<file path="src/bra_pkg.sv">
// ----------------------------------------------------------------------------
// bra_pkg: shared types and codes of the banker's resource allocator
// Holds the controller state type, the opcode and result codes, and the
// command and status bundles exchanged between controller and datapath.
// ----------------------------------------------------------------------------
`default_nettype none

package bra_pkg;

  // input opcodes
  localparam logic [2:0] OP_SET_MAX   = 3'd0;
  localparam logic [2:0] OP_SET_ALLOC = 3'd1;
  localparam logic [2:0] OP_SET_AVAIL = 3'd2;
  localparam logic [2:0] OP_REQUEST   = 3'd3;
  localparam logic [2:0] OP_CHECK     = 3'd4;

  // result status codes
  localparam logic [2:0] ST_STORED      = 3'd0;
  localparam logic [2:0] ST_BAD_ENTRY   = 3'd1;
  localparam logic [2:0] ST_GRANTED     = 3'd2;
  localparam logic [2:0] ST_DENIED      = 3'd3;
  localparam logic [2:0] ST_OVER_NEED   = 3'd4;
  localparam logic [2:0] ST_OVER_AVAIL  = 3'd5;
  localparam logic [2:0] ST_SAFE        = 3'd6;
  localparam logic [2:0] ST_UNSAFE      = 3'd7;

  // configuration register indexes
  localparam logic CFG_ACTIVE_PROCESSES = 1'b0;
  localparam logic CFG_ACTIVE_RESOURCES = 1'b1;

  typedef enum logic [3:0] {
    S_IDLE,
    S_DISPATCH,
    S_LOAD_WR,
    S_REQ_CHK,
    S_SCAN_INIT,
    S_SCAN_RD,
    S_SCAN_EV,
    S_FIX_RD,
    S_FIX,
    S_REL_RD,
    S_REL,
    S_EMIT_ONE,
    S_EMIT_SEQ
  } ctl_state_t;

  typedef struct packed {
    logic       latch;
    logic       addr_scan;
    logic       set_status;
    logic [2:0] status;
    logic       wr_max;
    logic       wr_alloc;
    logic       wr_avail;
    logic       wr_req;
    logic       apply;
    logic       scan_init;
    logic       scan_eval;
    logic       rollback;
    logic       rel_row;
    logic       emit_one;
    logic       emit_seq;
  } dp_cmd_t;

  typedef struct packed {
    logic [2:0] op;
    logic       last_elem;
    logic       p_ok;
    logic       r_ok;
    logic       over_max;
    logic       over_need;
    logic       over_avail;
    logic       scan_safe;
    logic       scan_stuck;
    logic       safe;
    logic       seq_last;
    logic       out_free;
  } dp_sts_t;

endpackage

`default_nettype wire

</file>
<file path="src/bra_ctrl.sv">
// ----------------------------------------------------------------------------
// bra_ctrl: sequencing controller
// Steps each accepted word through load, request decision, safety scan,
// rollback, release and result emission by issuing datapath commands.
// ----------------------------------------------------------------------------
`default_nettype none

module bra_ctrl (
  input  wire logic             clk,
  input  wire logic             rst_n,
  input  wire logic             in_valid,
  output logic                  in_stall,
  input  wire bra_pkg::dp_sts_t sts,
  output bra_pkg::dp_cmd_t      cmd
);

  bra_pkg::ctl_state_t state_r, state_nxt;

  // hold state
  always_ff @(posedge clk) begin
    if (!rst_n) begin
      state_r <= bra_pkg::S_IDLE;
    end else begin
      state_r <= state_nxt;
    end
  end

  // next state and commands
  always_comb begin
    state_nxt = state_r;
    cmd       = '0;
    in_stall  = 1'b1;
    unique case (state_r)
      bra_pkg::S_IDLE: begin
        in_stall = 1'b0;
        if (in_valid) begin
          cmd.latch = 1'b1;
          state_nxt = bra_pkg::S_DISPATCH;
        end
      end
      bra_pkg::S_DISPATCH: begin
        cmd.set_status = 1'b1;
        cmd.status     = bra_pkg::ST_BAD_ENTRY;
        state_nxt      = bra_pkg::S_EMIT_ONE;
        unique case (sts.op) inside
          bra_pkg::OP_SET_MAX, bra_pkg::OP_SET_ALLOC: begin
            cmd.set_status = 1'b0;
            state_nxt      = bra_pkg::S_LOAD_WR;
          end
          bra_pkg::OP_SET_AVAIL: begin
            if (sts.r_ok) begin
              cmd.wr_avail = 1'b1;
              cmd.status   = bra_pkg::ST_STORED;
            end
          end
          bra_pkg::OP_REQUEST: begin
            cmd.wr_req = sts.r_ok;
            if (!sts.last_elem) begin
              cmd.status = sts.r_ok ? bra_pkg::ST_STORED : bra_pkg::ST_BAD_ENTRY;
            end else if (sts.p_ok) begin
              cmd.set_status = 1'b0;
              state_nxt      = bra_pkg::S_REQ_CHK;
            end
          end
          bra_pkg::OP_CHECK: begin
            cmd.set_status = 1'b0;
            state_nxt      = bra_pkg::S_SCAN_INIT;
          end
          default: begin
            cmd.status = bra_pkg::ST_BAD_ENTRY;
          end
        endcase
      end
      bra_pkg::S_LOAD_WR: begin
        cmd.set_status = 1'b1;
        cmd.status     = bra_pkg::ST_BAD_ENTRY;
        if (sts.p_ok && sts.r_ok) begin
          if (sts.op == bra_pkg::OP_SET_MAX) begin
            cmd.wr_max = 1'b1;
            cmd.status = bra_pkg::ST_STORED;
          end else if (!sts.over_max) begin
            cmd.wr_alloc = 1'b1;
            cmd.status   = bra_pkg::ST_STORED;
          end
        end
        state_nxt = bra_pkg::S_EMIT_ONE;
      end
      bra_pkg::S_REQ_CHK: begin
        if (sts.over_need) begin
          cmd.set_status = 1'b1;
          cmd.status     = bra_pkg::ST_OVER_NEED;
          state_nxt      = bra_pkg::S_EMIT_ONE;
        end else if (sts.over_avail) begin
          cmd.set_status = 1'b1;
          cmd.status     = bra_pkg::ST_OVER_AVAIL;
          state_nxt      = bra_pkg::S_EMIT_ONE;
        end else begin
          cmd.apply = 1'b1;
          state_nxt = bra_pkg::S_SCAN_INIT;
        end
      end
      bra_pkg::S_SCAN_INIT: begin
        cmd.scan_init = 1'b1;
        state_nxt     = bra_pkg::S_SCAN_RD;
      end
      bra_pkg::S_SCAN_RD: begin
        cmd.addr_scan = 1'b1;
        state_nxt     = bra_pkg::S_SCAN_EV;
      end
      bra_pkg::S_SCAN_EV: begin
        cmd.scan_eval = 1'b1;
        if (sts.scan_safe || sts.scan_stuck) begin
          if (sts.op == bra_pkg::OP_CHECK) begin
            cmd.set_status = 1'b1;
            cmd.status     = sts.scan_safe ? bra_pkg::ST_SAFE : bra_pkg::ST_UNSAFE;
            state_nxt      = sts.scan_safe ? bra_pkg::S_EMIT_SEQ : bra_pkg::S_EMIT_ONE;
          end else begin
            state_nxt = bra_pkg::S_FIX_RD;
          end
        end else begin
          state_nxt = bra_pkg::S_SCAN_RD;
        end
      end
      bra_pkg::S_FIX_RD: begin
        state_nxt = bra_pkg::S_FIX;
      end
      bra_pkg::S_FIX: begin
        cmd.rollback = 1'b1;
        state_nxt    = bra_pkg::S_REL_RD;
      end
      bra_pkg::S_REL_RD: begin
        state_nxt = bra_pkg::S_REL;
      end
      bra_pkg::S_REL: begin
        cmd.rel_row    = 1'b1;
        cmd.set_status = 1'b1;
        cmd.status     = sts.safe ? bra_pkg::ST_GRANTED : bra_pkg::ST_DENIED;
        state_nxt      = sts.safe ? bra_pkg::S_EMIT_SEQ : bra_pkg::S_EMIT_ONE;
      end
      bra_pkg::S_EMIT_ONE: begin
        cmd.emit_one = 1'b1;
        if (sts.out_free) begin
          state_nxt = bra_pkg::S_IDLE;
        end
      end
      bra_pkg::S_EMIT_SEQ: begin
        cmd.emit_seq = 1'b1;
        if (sts.out_free && sts.seq_last) begin
          state_nxt = bra_pkg::S_IDLE;
        end
      end
      default: begin
        state_nxt = bra_pkg::S_IDLE;
      end
    endcase
  end

endmodule

`default_nettype wire

</file>
<file path="config.mk">
export PLATFORM = sky130hd
export DESIGN_NAME = bra_ctrl
export DESIGN_NICKNAME = d
export VERILOG_FILES = /design/src/bra_pkg.sv /design/src/bra_ctrl.sv
export SDC_FILE = /design/constraint.sdc
export NUM_CORES = 1
export LEC_CHECK = 0
export ABC_AREA = 1
export BUFFER_PORTS_ARGS = -buffer_cell sky130_fd_sc_hd__clkbuf_2
export CORE_UTILIZATION = 46
export DETAILED_ROUTE_END_ITERATION = 6
export PLACE_DENSITY = 0.83
export SETUP_SLACK_MARGIN = 0.4
export SLEW_MARGIN = 15
export SYNTH_ARGS = -nofsm -noshare
export SYNTH_HDL_FRONTEND = slang
export SYNTH_SLANG_ARGS = --single-unit
</file>
<file path="constraint.sdc">
create_clock -name clk -period 1.8 [get_ports clk]
set_input_delay 0 -clock clk [delete_from_list [all_inputs] [get_ports clk]]
set_output_delay 0 -clock clk [all_outputs]
set_load 0.005 [all_outputs]
</file>
# Yosys cells after proc, flatten, opt, wreduce, memory -nomap -nowiden
# Index checks and enable logic that the tools add are counted.
[classes]
reduce_logical = 8
n_eq_ne = 19
n_mux = 50
[op_table]
columns = ["operator", "count"]
rows = [
  ["$mux 4", 13],
  ["$pmux 4 s13", 1],
  ["$mux 1", 25],
  ["$eq 4x4->1 const B", 5],
  ["$pmux 4 s5", 1],
  ["$eq 4x3->1 const B", 4],
  ["$mux 3", 4],
  ["$pmux 4 s3", 1],
  ["$eq 4x2->1 const B", 2],
  ["$eq 3x2->1 const B", 2],
  ["$ne 2x2->1 const B", 3],
  ["$pmux 3 s2", 1],
  ["$mux 5", 1],
  ["$eq 4x1->1 const B", 1],
  ["$logic_not 4->1", 1],
  ["$mux 2", 2],
  ["$eq 3x1->1 const B", 1],
  ["$eq 3x3->1 const B", 1],
  ["$logic_not 3->1", 1],
  ["$reduce_and 3->1", 1],
  ["$reduce_or 3->1", 1],
  ["$logic_and 1x1->1", 2],
  ["$pmux 1 s2", 1],
  ["$reduce_or 2->1", 1],
  ["$logic_or 1x1->1", 1],
]
[totals]
inputBits = 17
reg_bits = 4

# Depth between registers and ports, before layout
[logic_depth]
word_depth = 4
mapped_depth = 8
ltp_nobuf = 8

# Worst setup path before layout
# OpenSTA, ideal clock, no wires.
[synth_timing]
path_type = "reg-to-reg"
startpoint = "register state_r[2]"
endpoint = "register state_r[0]"
required_ns = 1.686
path_slack_ns = 0.681
setup_ns = 0.114
arrival_time_ns = 1.005
path_stages_with_launch = 8
path_cell_list = "dfxtp_1 nand2_1 nor2_2 nand2_1 nand2_1 nor2_1 nand2_1 a21oi_2"
[synth_via]
elab_chain_len = 3
elab_cells_between_ends = 18
classes_between = "15 x eq/ne; 1 x mux; 2 x reduce/logical"
[synth_rtl]
columns = ["element", "line", "source"]
rows = [
  ["from (decl)", "bra_ctrl.sv:17", "bra_pkg::ctl_state_t state_r, state_nxt;"],
  ["from (signal assigned)", "bra_ctrl.sv:22", "state_r <= bra_pkg::S_IDLE;"],
  ["from (signal assigned)", "bra_ctrl.sv:24", "state_r <= state_nxt;"],
  ["$eq 4x4->1 / $logic_not 4->1 (equally long branches)", "bra_ctrl.sv:33", "unique case (state_r)"],
  ["$ne 2x2->1 (no line)", "--", ""],
  ["$reduce_and 3->1 (no line)", "--", ""],
]
# Several ways; a longest one is shown, not always the timed one.
# A chain may end at the register's enable or synchronous reset.

==> metrics.md <==
| Metric | Value |
|---|---|
| Routed WL per cell | `10.7 um` |
| Most frequent cells in the layout | `clkbuf_2 (34), nand2_1 (27), nor2_1 (24)` |
| Combinational fraction of design power | `0.664` |
| Cells on Worst Hold Path | `4` |
| Largest net degree at the start of global routing | `7` |
| Starting Density | `0.528` |
| Sw Share | `0.512` |
| Switch Pwr | `about 460 uW` |
| Ant diodes | `0` |
| Hold Path Class | `input pin to flip-flop` |
| Top reg by flops | `state_r` |
| Maximum clock frequency | `714 MHz` |
| Final min period | `1400 ps` |
| Cell internal pwr | `441 uW` |
| Global Route Usage Sum | `0.254` |
| Max reg flops | `4` |
| NumNets Final | `185` |
| Number of global-route vias before repair | `704` |
| Placed instance area | `815 um^2` |
| Slew headroom | `0.845` |
| DR vias | `934` |
| Yosys reg bits | `4` |
| Peak supply drop | `roughly 750 uV` |
| Layout Area Growth over Synthesis | `45.1%` |
| I/O pin cnt | `35` |
| Crit path DAT | `roughly 1400 ps` |
| Leak | `0.552 nW` |
| Syn Nets | `141` |
| Worst-Skew Late Latency | `approximately 240 ps` |
| Synth area leader | `nand2_1` |
| Top Registers | `state_r (4)` |
| Setup violators final | `0` |
| Vias per cell | `5.19` |
| Top cells by area, synth | `nand2_1 (18%), nor2_1 (15%), dfxtp_1 (13%)` |
| Clock buffer count from CTS | `3` |
| Top-area cell type share of the netlist area | `0.180` |
| DR pass1 iterations | `4` |
| Avg Inst Size Synth | `5.06 um^2` |
| Clock root cell | `clkbuf_4` |
| Seq/Total Area, Yosys | `0.128` |
| Count of different cell masters after synthesis | `17` |
| First-pass GRT wire length | `2.68 mm` |
| Most common cell after layout, fill and taps aside | `clkbuf_2` |
| Layout Skew | `2.13 ps` |
| Syn Inst Count | `124` |
| GP Congestion | `just over 0.9` |
| Die footprint | `0.00151 mm^2` |
| CP Class | `flip-flop to primary output` |
| Slew Viols, Final | `0` |
| Fillcell total | `102` |
| RSZ-0062 raised after global routing | `yes` |
| Status | `completed` |
| Post-DP HPWL | `1.48 mm` |
| Final cycle utilization of the critical path | `0.778` |
| Die Width | `just under 40 um` |
| Die Height | `38.9 um` |
| WP data required | `~1800 ps` |
| Crit-path max FO | `5` |
| Max-Cap Viols | `0` |
| Flop pwr share | `0.210` |
| Cell row count | `12` |
| CTS sink cnt | `4` |
| Clock Pin Slew Worst Setup and Hold Paths | `40 ps` |
| TNS Setup | `0 ps` |
| Worst slew pin tran | `231 ps` |
| Htree depth | `1` |
| Post-Syn Area | `around 630 um^2` |
| Worst R2R Path Depth | `8` |
| Layout cells sized above 1 | `0.416` |
| Final WL | `1.93 mm` |
| Antenna Violating Nets Remaining | `0` |
| Drt initial violations | `32` |
| Startpoint Class | `flip-flop` |
| Setup crit end kind | `primary output` |
| TritonCTS clock tree | `done` |
| # DRC | `0` |
| CTS Buffer Depth | `2` |
| Grt total ovfl | `0` |
| Post-route cell area | `910 um^2` |
| Pwr/cell area | `995 mW/mm^2` |
| Initial antenna violation count | `0` |
| Synth warnings | `0` |
| PortBufs | `34` |
| Final hold vios | `0` |
| Core box area | `around 0.0012 mm^2` |
| Clk pwr share | `0.126` |
==> metal layers <==
metal / track usage / wire length [um] / up-vias / share of wire
met5: 0 / 0 / - / 0
met4: 0.121 / 18 / 0 / 0.0094
met3: 0.00578 / 104 / 2 / 0.054
met2: 0.442 / 949 / 37 / 0.49
met1: 0.317 / 852 / 418 / 0.44
li1: - / - / 477 / -
==> worst paths after layout <==
kind / startpoint / to / slack [ps]
max: state_r[1]$_SDFFE_PN0P_ / cmd[11] / 400
min: sts[1] / state_r[2]$_SDFFE_PN0P_ / 60
max reg2reg: state_r[1]$_SDFFE_PN0P_ / state_r[0]$_SDFFE_PN0P_ / 580
min reg2reg: state_r[3]$_SDFFE_PN0P_ / state_r[0]$_SDFFE_PN0P_ / 700
==> power by group through the flow <==
stage | clock network (mW) | registers (mW) | logic [mW]
final | 0.114 | 0.190 | 0.601
after global routing | 0.118 | 0.193 | 0.668
after CTS | 0.120 | 0.162 | 0.567
after detailed placement | 0 | 0.160 | 0.547
after global placement | 0 | 0.158 | 0.541
after floorplan | 0 | 0.154 | 0.382
==> cells in the mapped netlist (all sizes together) <==
| master | count |
|---|---|
| a21oi | 5 |
| inv | 23 |
| dfxtp | 4 |
| nand4 | 4 |
| nand2 | 34 |
| or2 | 1 |
| nor3 | 4 |
| nor2 | 32 |
| o21ai | 3 |
| nand3 | 14 |
==> worst max-delay path: stages, from the launching register on <==
cell and delay, ps:
dfxtp_2 400, inv_1 110, nor2_2 150, nand3_1 130, o21ai_0 100, nor2_1 70, o21ai_0 80, clkbuf_2 140
==> layout make-up <==
class	count	area (um^2)	area share
clock buffer	3	22.5	0.0248
tap	14	17.5	0.0193
sequential	4	90.1	0.0990
inverter	23	88.8	0.0977
multi-input combinational	97	480	0.528
timing repair buffer	39	210	0.231
==> kinds of logic (layout without fill, tap and decap cells) <==
| kind of cell | count (synthesis) | after routing | synth area share |
|---|---|---|---|
| simple gates | 89 | 89 | 0.665 |
| buf+inv | 23 | 65 | 0.138 |
| compound gates | 8 | 8 | 0.0699 |
| flops | 4 | 4 | 0.128 |
==> repair_timing <==
| action | 4_1_cts | 5_1_grt |
|---|---|---|
| resized for setup | 2 | 14 |
| hold buffers | 1 | 0 |
| hold endpoints to repair | 1 | 0 |
| pin swaps | 2 | 4 |
| setup buffers | 2 | 2 |
| endpoints found under the setup margin | 2 | 4 |
==> stage by stage <==
stage                     worst slack [ps]  hold WS [ps]   util  total power, mW  cells
after floorplan                        681          36.5      -            0.536    124
after global placement                 584           199  0.687            0.698    172
after detailed placement               547           206  0.687            0.707    172
after CTS                              400          58.9  0.729            0.848    178
after global routing                   359          83.1  0.767            0.979    180
final                                  400          61.8  0.767            0.905    180
Power figures use the tool's default switching activity.
